--- config.mk ---
export PLATFORM = sky130hd
export DESIGN_NAME = via_timer_interrupt_registers
export DESIGN_NICKNAME = d
export VERILOG_FILES = /design/src/rtl/core/vtir_pkg.sv /design/src/rtl/core/vtir_in_stage.sv /design/src/rtl/core/vtir_regs.sv /design/src/rtl/core/vtir_out_stage.sv /design/src/rtl/core/via_timer_interrupt_registers.sv
export SDC_FILE = /design/constraint.sdc
export NUM_CORES = 1
export LEC_CHECK = 0
export BUFFER_PORTS_ARGS = -buffer_cell sky130_fd_sc_hd__clkbuf_2
export CAP_MARGIN = 15
export CORE_ASPECT_RATIO = 0.5
export CORE_MARGIN = 1
export CORE_UTILIZATION = 45
export CTS_CLUSTER_DIAMETER = 120
export DETAILED_ROUTE_END_ITERATION = 8
export PLACE_DENSITY = 0.69
export SETUP_SLACK_MARGIN = 0.02
export SLEW_MARGIN = 5
export SYNTH_ARGS = -nofsm -noshare
export SYNTH_HDL_FRONTEND = slang
export SYNTH_SLANG_ARGS = --single-unit
--- constraint.sdc ---
create_clock -name i_clk -period 5.98 [get_ports i_clk]
set_input_delay 1.794 -clock i_clk [delete_from_list [all_inputs] [get_ports i_clk]]
set_output_delay 1.794 -clock i_clk [all_outputs]
set_load 0.03 [all_outputs]
--- src/rtl/core/vtir_pkg.sv ---
// ----------------------------------------------------------------------------
// vtir_pkg
// Shared types and constants of the interface adapter timer and interrupt
// register file.
// ----------------------------------------------------------------------------
package vtir_pkg;

    // Operation codes of an input transaction
    localparam logic [1:0] OP_READ  = 2'd0;
    localparam logic [1:0] OP_WRITE = 2'd1;
    localparam logic [1:0] OP_TICK  = 2'd2;
    localparam logic [1:0] OP_EVENT = 2'd3;

    // Register offsets
    localparam logic [3:0] REG_ORB    = 4'd0;
    localparam logic [3:0] REG_ORA    = 4'd1;
    localparam logic [3:0] REG_DDRB   = 4'd2;
    localparam logic [3:0] REG_DDRA   = 4'd3;
    localparam logic [3:0] REG_T1CL   = 4'd4;
    localparam logic [3:0] REG_T1CH   = 4'd5;
    localparam logic [3:0] REG_T1LL   = 4'd6;
    localparam logic [3:0] REG_T1LH   = 4'd7;
    localparam logic [3:0] REG_T2CL   = 4'd8;
    localparam logic [3:0] REG_T2CH   = 4'd9;
    localparam logic [3:0] REG_SR     = 4'd10;
    localparam logic [3:0] REG_ACR    = 4'd11;
    localparam logic [3:0] REG_PCR    = 4'd12;
    localparam logic [3:0] REG_IFR    = 4'd13;
    localparam logic [3:0] REG_IER    = 4'd14;
    localparam logic [3:0] REG_ORA_NH = 4'd15;

    // Interrupt flag bit positions
    localparam int FLAG_BITS = 7;
    localparam int FB_SR     = 2;
    localparam int FB_T2     = 5;
    localparam int FB_T1     = 6;
    localparam logic [2:0] EVENT_LAST = 3'd4;

    localparam int ACR_FREE_RUN_BIT = 6;
    localparam logic [15:0] FIRE_COUNT = 16'hFFFD;
    localparam logic [7:0]  ACR_MASK_RESET = 8'hFF;

    typedef struct packed {
        logic [1:0] opcode;
        logic [3:0] reg_index;
        logic [7:0] write_data;
        logic [2:0] event_flag;
    } t_item;

    typedef struct packed {
        logic [7:0] read_data;
        logic       irq_line;
    } t_result;

endpackage

--- src/rtl/core/vtir_in_stage.sv ---
// ----------------------------------------------------------------------------
// vtir_in_stage
// Input register: holds one accepted transaction until the register file
// processes it.
// ----------------------------------------------------------------------------
module vtir_in_stage import vtir_pkg::*; (
    input  logic  i_clk,
    input  logic  i_rst_n,
    input  logic  i_valid,
    output logic  o_ready,
    input  t_item i_item,
    input  logic  i_advance,
    output logic  o_valid,
    output t_item o_item
);

    logic  r_valid;
    t_item r_item;

    assign o_ready = !r_valid || i_advance;
    assign o_valid = r_valid;
    assign o_item  = r_item;

    always_ff @(posedge i_clk) begin
        if (!i_rst_n) begin
            r_valid <= 1'b0;
        end else if (o_ready) begin
            r_valid <= i_valid;
        end
    end

    always_ff @(posedge i_clk) begin
        if (o_ready && i_valid) begin
            r_item <= i_item;
        end
    end

endmodule

--- src/rtl/core/vtir_regs.sv ---
// ----------------------------------------------------------------------------
// vtir_regs
// Register file state: ports, direction registers, ACR, PCR, shift register,
// timer latches and counters, interrupt flags and enables. Works out the
// result of one transaction and updates the state in the same cycle.
// ----------------------------------------------------------------------------
module vtir_regs import vtir_pkg::*; (
    input  logic       i_clk,
    input  logic       i_rst_n,
    input  logic       i_cfg_we,
    input  logic [7:0] i_cfg_data,
    input  logic       i_advance,
    input  t_item      i_item,
    output t_result    o_result
);

    logic [7:0]           r_acr_mask, r_pa, r_pb, r_dir_a, r_dir_b, r_acr, r_pcr, r_sr;
    logic [7:0]           n_pa, n_pb, n_dir_a, n_dir_b, n_acr, n_pcr, n_sr;
    logic [15:0]          r_t1_latch, r_t1_count, r_t2_count;
    logic [15:0]          n_t1_latch, n_t1_count, n_t2_count;
    logic [7:0]           r_t2_latch_low, n_t2_latch_low;
    logic                 r_t1_armed, r_t2_armed, r_t1_pz, r_t2_pz;
    logic                 n_t1_armed, n_t2_armed, n_t1_pz, n_t2_pz;
    logic [FLAG_BITS-1:0] r_flags, r_enables, n_flags, n_enables;
    logic [15:0]          t1_dec, t2_dec;
    logic                 t1_pz_tick, t2_pz_tick;
    logic [7:0]           rd;

    assign t1_dec     = r_t1_count - 16'd1;
    assign t2_dec     = r_t2_count - 16'd1;
    assign t1_pz_tick = r_t1_pz || (r_t1_count == 16'd0);
    assign t2_pz_tick = r_t2_pz || (r_t2_count == 16'd0);

    always_comb begin
        n_pa = r_pa;  n_pb = r_pb;  n_dir_a = r_dir_a;  n_dir_b = r_dir_b;
        n_acr = r_acr;  n_pcr = r_pcr;  n_sr = r_sr;
        n_t1_latch = r_t1_latch;  n_t1_count = r_t1_count;  n_t2_count = r_t2_count;
        n_t2_latch_low = r_t2_latch_low;
        n_t1_armed = r_t1_armed;  n_t2_armed = r_t2_armed;
        n_t1_pz = r_t1_pz;  n_t2_pz = r_t2_pz;
        n_flags = r_flags;  n_enables = r_enables;
        rd = 8'd0;

        case (i_item.opcode)
            OP_READ: begin
                case (i_item.reg_index)
                    REG_ORB:            rd = r_pb;
                    REG_ORA, REG_ORA_NH: rd = r_pa;
                    REG_DDRB:           rd = r_dir_b;
                    REG_DDRA:           rd = r_dir_a;
                    REG_T1CL: begin
                        rd = r_t1_count[7:0];
                        n_flags[FB_T1] = 1'b0;
                    end
                    REG_T1CH:           rd = r_t1_count[15:8];
                    REG_T1LL:           rd = r_t1_latch[7:0];
                    REG_T1LH:           rd = r_t1_latch[15:8];
                    REG_T2CL: begin
                        rd = r_t2_count[7:0];
                        n_flags[FB_T2] = 1'b0;
                    end
                    REG_T2CH:           rd = r_t2_count[15:8];
                    REG_SR: begin
                        rd = r_sr;
                        n_flags[FB_SR] = 1'b0;
                    end
                    REG_ACR:            rd = r_acr;
                    REG_PCR:            rd = r_pcr;
                    REG_IFR:            rd = {|(r_flags & r_enables), r_flags};
                    default:            rd = {1'b1, r_enables};
                endcase
            end
            OP_WRITE: begin
                case (i_item.reg_index)
                    REG_ORB: n_pb = (r_pb & ~r_dir_b) | (i_item.write_data & r_dir_b);
                    REG_ORA, REG_ORA_NH: n_pa = i_item.write_data;
                    REG_DDRB: n_dir_b = i_item.write_data;
                    REG_DDRA: n_dir_a = i_item.write_data;
                    REG_T1CL, REG_T1LL: n_t1_latch[7:0] = i_item.write_data;
                    REG_T1CH: begin
                        n_flags[FB_T1] = 1'b0;
                        n_t1_latch[15:8] = i_item.write_data;
                        n_t1_count = {i_item.write_data, r_t1_latch[7:0]};
                        n_t1_armed = 1'b1;
                        n_t1_pz = 1'b0;
                    end
                    REG_T1LH: begin
                        n_t1_latch[15:8] = i_item.write_data;
                        n_flags[FB_T1] = 1'b0;
                    end
                    REG_T2CL: n_t2_latch_low = i_item.write_data;
                    REG_T2CH: begin
                        n_flags[FB_T2] = 1'b0;
                        n_t2_count = {i_item.write_data, r_t2_latch_low};
                        n_t2_armed = 1'b1;
                        n_t2_pz = 1'b0;
                    end
                    REG_SR: begin
                        n_sr = i_item.write_data;
                        n_flags[FB_SR] = 1'b0;
                    end
                    REG_ACR: n_acr = i_item.write_data & r_acr_mask;
                    REG_PCR: n_pcr = i_item.write_data;
                    REG_IFR: n_flags = r_flags & ~i_item.write_data[FLAG_BITS-1:0];
                    default: begin
                        // Bit 7 selects whether the one bits set or clear enables.
                        if (i_item.write_data[7]) begin
                            n_enables = r_enables | i_item.write_data[FLAG_BITS-1:0];
                        end else begin
                            n_enables = r_enables & ~i_item.write_data[FLAG_BITS-1:0];
                        end
                    end
                endcase
            end
            OP_TICK: begin
                // Both counters run on every tick; an armed timer fires on the tick that
                // would take its counter to FIRE_COUNT after the counter has passed zero.
                n_t1_count = t1_dec;
                n_t1_pz    = t1_pz_tick;
                n_t2_count = t2_dec;
                n_t2_pz    = t2_pz_tick;
                if (r_t1_armed && t1_pz_tick && (t1_dec == FIRE_COUNT)) begin
                    n_t1_count = r_t1_latch;
                    n_t1_pz    = 1'b0;
                    n_t1_armed = r_acr[ACR_FREE_RUN_BIT];
                    n_flags[FB_T1] = 1'b1;
                end
                if (r_t2_armed && t2_pz_tick && (t2_dec == FIRE_COUNT)) begin
                    n_t2_armed = 1'b0;
                    n_flags[FB_T2] = 1'b1;
                end
            end
            default: begin
                if (i_item.event_flag <= EVENT_LAST) begin
                    n_flags[i_item.event_flag] = 1'b1;
                end
            end
        endcase
    end

    assign o_result.read_data = rd;
    assign o_result.irq_line  = |(n_flags & n_enables);

    always_ff @(posedge i_clk) begin
        if (!i_rst_n) begin
            r_acr_mask <= ACR_MASK_RESET;
        end else if (i_cfg_we) begin
            r_acr_mask <= i_cfg_data;
        end
    end

    always_ff @(posedge i_clk) begin
        if (!i_rst_n) begin
            r_pa <= '0;  r_pb <= '0;  r_dir_a <= '0;  r_dir_b <= '0;
            r_acr <= '0;  r_pcr <= '0;  r_sr <= '0;
            r_t1_latch <= '1;  r_t1_count <= '1;  r_t2_count <= '1;
            r_t2_latch_low <= '0;
            r_t1_armed <= 1'b0;  r_t2_armed <= 1'b0;
            r_t1_pz <= 1'b0;  r_t2_pz <= 1'b0;
            r_flags <= '0;  r_enables <= '0;
        end else if (i_advance) begin
            r_pa <= n_pa;  r_pb <= n_pb;  r_dir_a <= n_dir_a;  r_dir_b <= n_dir_b;
            r_acr <= n_acr;  r_pcr <= n_pcr;  r_sr <= n_sr;
            r_t1_latch <= n_t1_latch;  r_t1_count <= n_t1_count;
            r_t2_count <= n_t2_count;  r_t2_latch_low <= n_t2_latch_low;
            r_t1_armed <= n_t1_armed;  r_t2_armed <= n_t2_armed;
            r_t1_pz <= n_t1_pz;  r_t2_pz <= n_t2_pz;
            r_flags <= n_flags;  r_enables <= n_enables;
        end
    end

endmodule

--- src/rtl/core/vtir_out_stage.sv ---
// ----------------------------------------------------------------------------
// vtir_out_stage
// Result register: holds one result until the consumer takes it.
// ----------------------------------------------------------------------------
module vtir_out_stage import vtir_pkg::*; (
    input  logic    i_clk,
    input  logic    i_rst_n,
    input  logic    i_load,
    input  t_result i_result,
    output logic    o_can_load,
    output logic    o_valid,
    input  logic    i_ready,
    output t_result o_result
);

    logic    r_valid;
    t_result r_result;

    assign o_can_load = !r_valid || i_ready;
    assign o_valid    = r_valid;
    assign o_result   = r_result;

    always_ff @(posedge i_clk) begin
        if (!i_rst_n) begin
            r_valid <= 1'b0;
        end else if (o_can_load) begin
            r_valid <= i_load;
        end
    end

    always_ff @(posedge i_clk) begin
        if (i_load) begin
            r_result <= i_result;
        end
    end

endmodule

--- src/rtl/core/via_timer_interrupt_registers.sv ---
// ----------------------------------------------------------------------------
// via_timer_interrupt_registers
// Interface adapter register file with two timers and interrupt logic.
// ----------------------------------------------------------------------------
// Each transaction (register read, register write, timer tick or flag event)
// is taken into an input register and processed once the output register can
// take its result; the state is then updated and the result loaded into the
// output register. One transaction is accepted per cycle while the result
// side keeps up, a rate set by updating the register state at each advance.
// The user must write the ACR write mask through the configuration port only
// while no transaction is in flight; the block itself does not enforce this.
module via_timer_interrupt_registers import vtir_pkg::*; (
    input  logic       i_clk,
    input  logic       i_rst_n,
    input  logic       i_in_valid,
    output logic       o_in_ready,
    input  logic [1:0] i_opcode,
    input  logic [3:0] i_reg_index,
    input  logic [7:0] i_write_data,
    input  logic [2:0] i_event_flag,
    output logic       o_out_valid,
    input  logic       i_out_ready,
    output logic [7:0] o_read_data,
    output logic       o_irq_line,
    input  logic       i_cfg_we,
    input  logic [7:0] i_cfg_data
);

    t_item   in_item, held_item;
    t_result next_result, out_result;
    logic    held_valid, out_can_load, advance;

    assign in_item.opcode     = i_opcode;
    assign in_item.reg_index  = i_reg_index;
    assign in_item.write_data = i_write_data;
    assign in_item.event_flag = i_event_flag;

    assign advance = held_valid && out_can_load;

    vtir_in_stage u_in (
        .i_clk     (i_clk),
        .i_rst_n   (i_rst_n),
        .i_valid   (i_in_valid),
        .o_ready   (o_in_ready),
        .i_item    (in_item),
        .i_advance (advance),
        .o_valid   (held_valid),
        .o_item    (held_item)
    );

    vtir_regs u_regs (
        .i_clk      (i_clk),
        .i_rst_n    (i_rst_n),
        .i_cfg_we   (i_cfg_we),
        .i_cfg_data (i_cfg_data),
        .i_advance  (advance),
        .i_item     (held_item),
        .o_result   (next_result)
    );

    vtir_out_stage u_out (
        .i_clk      (i_clk),
        .i_rst_n    (i_rst_n),
        .i_load     (advance),
        .i_result   (next_result),
        .o_can_load (out_can_load),
        .o_valid    (o_out_valid),
        .i_ready    (i_out_ready),
        .o_result   (out_result)
    );

    assign o_read_data = out_result.read_data;
    assign o_irq_line  = out_result.irq_line;

endmodule

==> qor.yml <==
vias: 8640
synth-seq-area-share_pct: 40.3
min_period_ps: 4140
cp-startpoint: "i_out_ready"
ys_async_sr_fraction_pct: 0
slew_violations: 0
hpwlAfterDp_mm: 19.8
fp.coreArea_um2: 18900
fin_worst_skew_ps: 10.6
yosys-top-cells-count: "nand2_1, dfxtp_1, nor2_1, clkbuf_1, mux2i_1"
worst_skew_pair.late_latency_ps: 420
arrival_ps: 2350
synth_area_leaders: "dfxtp_1, edfxtp_1, mux2i_1"
core.rowCount: 35
crit_fanout: 4
drt_iter0_drc: 1263
max_freq_mhz: 241
crit_type: "input pin to primary output"
post-route-drc-count: 0
grt_pass1_vias: 7729
synth_top_area_cell: "dfxtp_1"
wire_per_inst_um: 21.6
post-route-period-util_pct: 69.3
ys_warn_count: 0
maxCapViolCount: 0
ctsRootBufferMaster: "clkbuf_16"
synth-main-ff-cell: "dfxtp_1"
io_pins: 41
cts_tree: "done"
fill_cells: 1752
synth_edf_count: 26
max-vdd-ir-drop_mv: 0.195
synth_fp_nets: 1130
cts.sinks: 166
netlist_area_um2: 8900
clk_pin_slew_ps: 60
yosysUniqueCellTypes: 73
clk_path_buf_depth: 2
chipWidth_um: 201
wirelength_mm: 29.2
p_leak_nw: 3.83
gp_congestion: 0.982
hold_buffers: 0
dieArea_um2: 20400
worst_pin_slew_ps: 1200
reg2reg_slack_ps: 2500
powerDensity_nw_per_um2: 254
diodes: 0
htree_levels: 4
syn_inst: 1092
antenna_found_initial: 0
fin_area_um2: 9770
grt-ovfl-total: 0
grt_setup_unrepaired: "false"
die_h_um: 101
finalSetupViolCount: 0
worst_ep_required_time_ps: 4190
synth_top_area_share_pct: 31.5
first_pass_iters: 6
port-buffer-count: 40
fin_nets: 1115
vias_per_cell: 6.40
holdCritStartpoint: "u_regs.r_t2_latch_low[2]"
rr_startpoint: "u_in.o_item[15]"
cts-buffers-inserted: 17
syn_area_per_cell_um2: 8.15
grt_usage_pct: 28.7
cp-end-kind: "primary output"
grt_max_degree: 57
post_cts_buffers: 0
synth_most_common_cell: "nand2_1"
slew-limit-headroom_pct: 19.3
setup-tns-final_ps: 0
placed_area_um2: 9200
hold_viol: 0
synth-seq-cells: 166
initial_core_util_pct: 47.2
antenna_left: 0
synthToLayoutAreaGrowth_pct: 9.74
crit_path_start_kind: "input pin"
grt_pass1_wl_mm: 44.7
status: "finished, final reports clean"
hp-class: "flop to flop"
cts_resized: 0
drive_gt1_share_pct: 10.3
==> cells by family after synthesis <==
family,share of synthesized area (%)
compound gates,19.1
mux,10.3
buf+inv,5.07
xor+xnor,1.48
flops,40.3
simple gates,22.7
fa+ha+maj,1.12
==> critical path: stages <==
cell	delay [ps]
clkbuf_2	80
nor2b_1	190
nand2_1	100
clkbuf_2	190
==> registers in the layout, indices dropped and copies added, names as in the netlist, 7 cells and up, named ones only <==
name / count
u_regs.r_t2_count: 16
u_regs.r_acr_mask: 8
u_regs.r_t1_latch: 16
u_regs.r_t1_count: 16
u_regs.r_dir_b: 8
u_regs.r_sr: 8
u_regs.r_acr: 8
u_regs.r_dir_a: 8
u_regs.r_t2_latch_low: 8
u_regs.r_pa: 8
u_regs.r_flags: 7
u_in.o_item: 17
u_regs.r_pcr: 8
u_regs.r_enables: 7
u_out.o_result: 9
==> per-stage QoR <==
stage / hold slack, ps / setup slack (ps) / util, % / cells / total power [mW]
global placement: 450 / 1820 / 48.7 / 1316 / 1.42
floorplan: 428 / 1990 / - / 1092 / 1.35
detailed placement: 457 / 1740 / 48.8 / 1317 / 1.43
global route: 489 / 1770 / 51.8 / 1349 / 2.55
CTS: 473 / 1830 / 51.8 / 1349 / 2.48
finish: 473 / 1840 / 51.8 / 1349 / 2.48
==> metal layers <==
layer | share of wire (%) | wire length, um | GRT usage, % | vias to the layer above
li1 | - | - | - | 3884
met1 | 44 | 12900 | 40.8 | 4160
met2 | 41 | 12000 | 42.0 | 518
met3 | 12 | 3570 | 8.01 | 78
met4 | 2.4 | 690 | 9.04 | 0
met5 | 0 | 0 | 0 | -
==> power by group <==
part | leakage, nW | switching [mW] | total [mW] | internal, mW
combinational | 2.16 | 0.149 | 0.216 | 0.0670
sequential | 1.38 | 0.0376 | 1.19 | 1.16
clock | 0.282 | 0.482 | 1.07 | 0.589
total | 3.83 | 0.669 | 2.48 | 1.81
==> layout by cell type (no fill, tap or decap), types with 18 or more instances in the layout <==
| cell | instances |
|---|---|
| o21ai_0 | 58 |
| nand3_1 | 53 |
| edfxtp_1 | 26 |
| clkbuf_2 | 40 |
| inv_1 | 25 |
| a21oi_1 | 64 |
| nor2_1 | 123 |
| dfxtp_1 | 140 |
| a22oi_1 | 18 |
| mux2i_1 | 76 |
| nand2_1 | 159 |
| nor3_1 | 27 |
==> area by class of cell <==
| type | instances | area (um^2) | share of cell area (%) |
|---|---|---|---|
| clock buffer | 18 | 439 | 4.50 |
| clock inverter | 14 | 126 | 1.29 |
| inverter | 27 | 101 | 1.04 |
| multi-input combinational | 808 | 4870 | 49.8 |
| sequential | 166 | 3580 | 36.7 |
| tap | 259 | 324 | 3.32 |
| timing repair buffer | 57 | 328 | 3.36 |
==> path summary, 6_finish.rpt <==
kind,to,depth (start not counted)
worst min-delay path,u_regs.r_t2_count[2],2
worst min register to register,u_regs.r_t2_count[2],2
worst max-delay path,o_in_ready,4
worst max register to register,u_regs.r_t2_armed,9
Note: power is estimated with default switching activity, not from simulation.
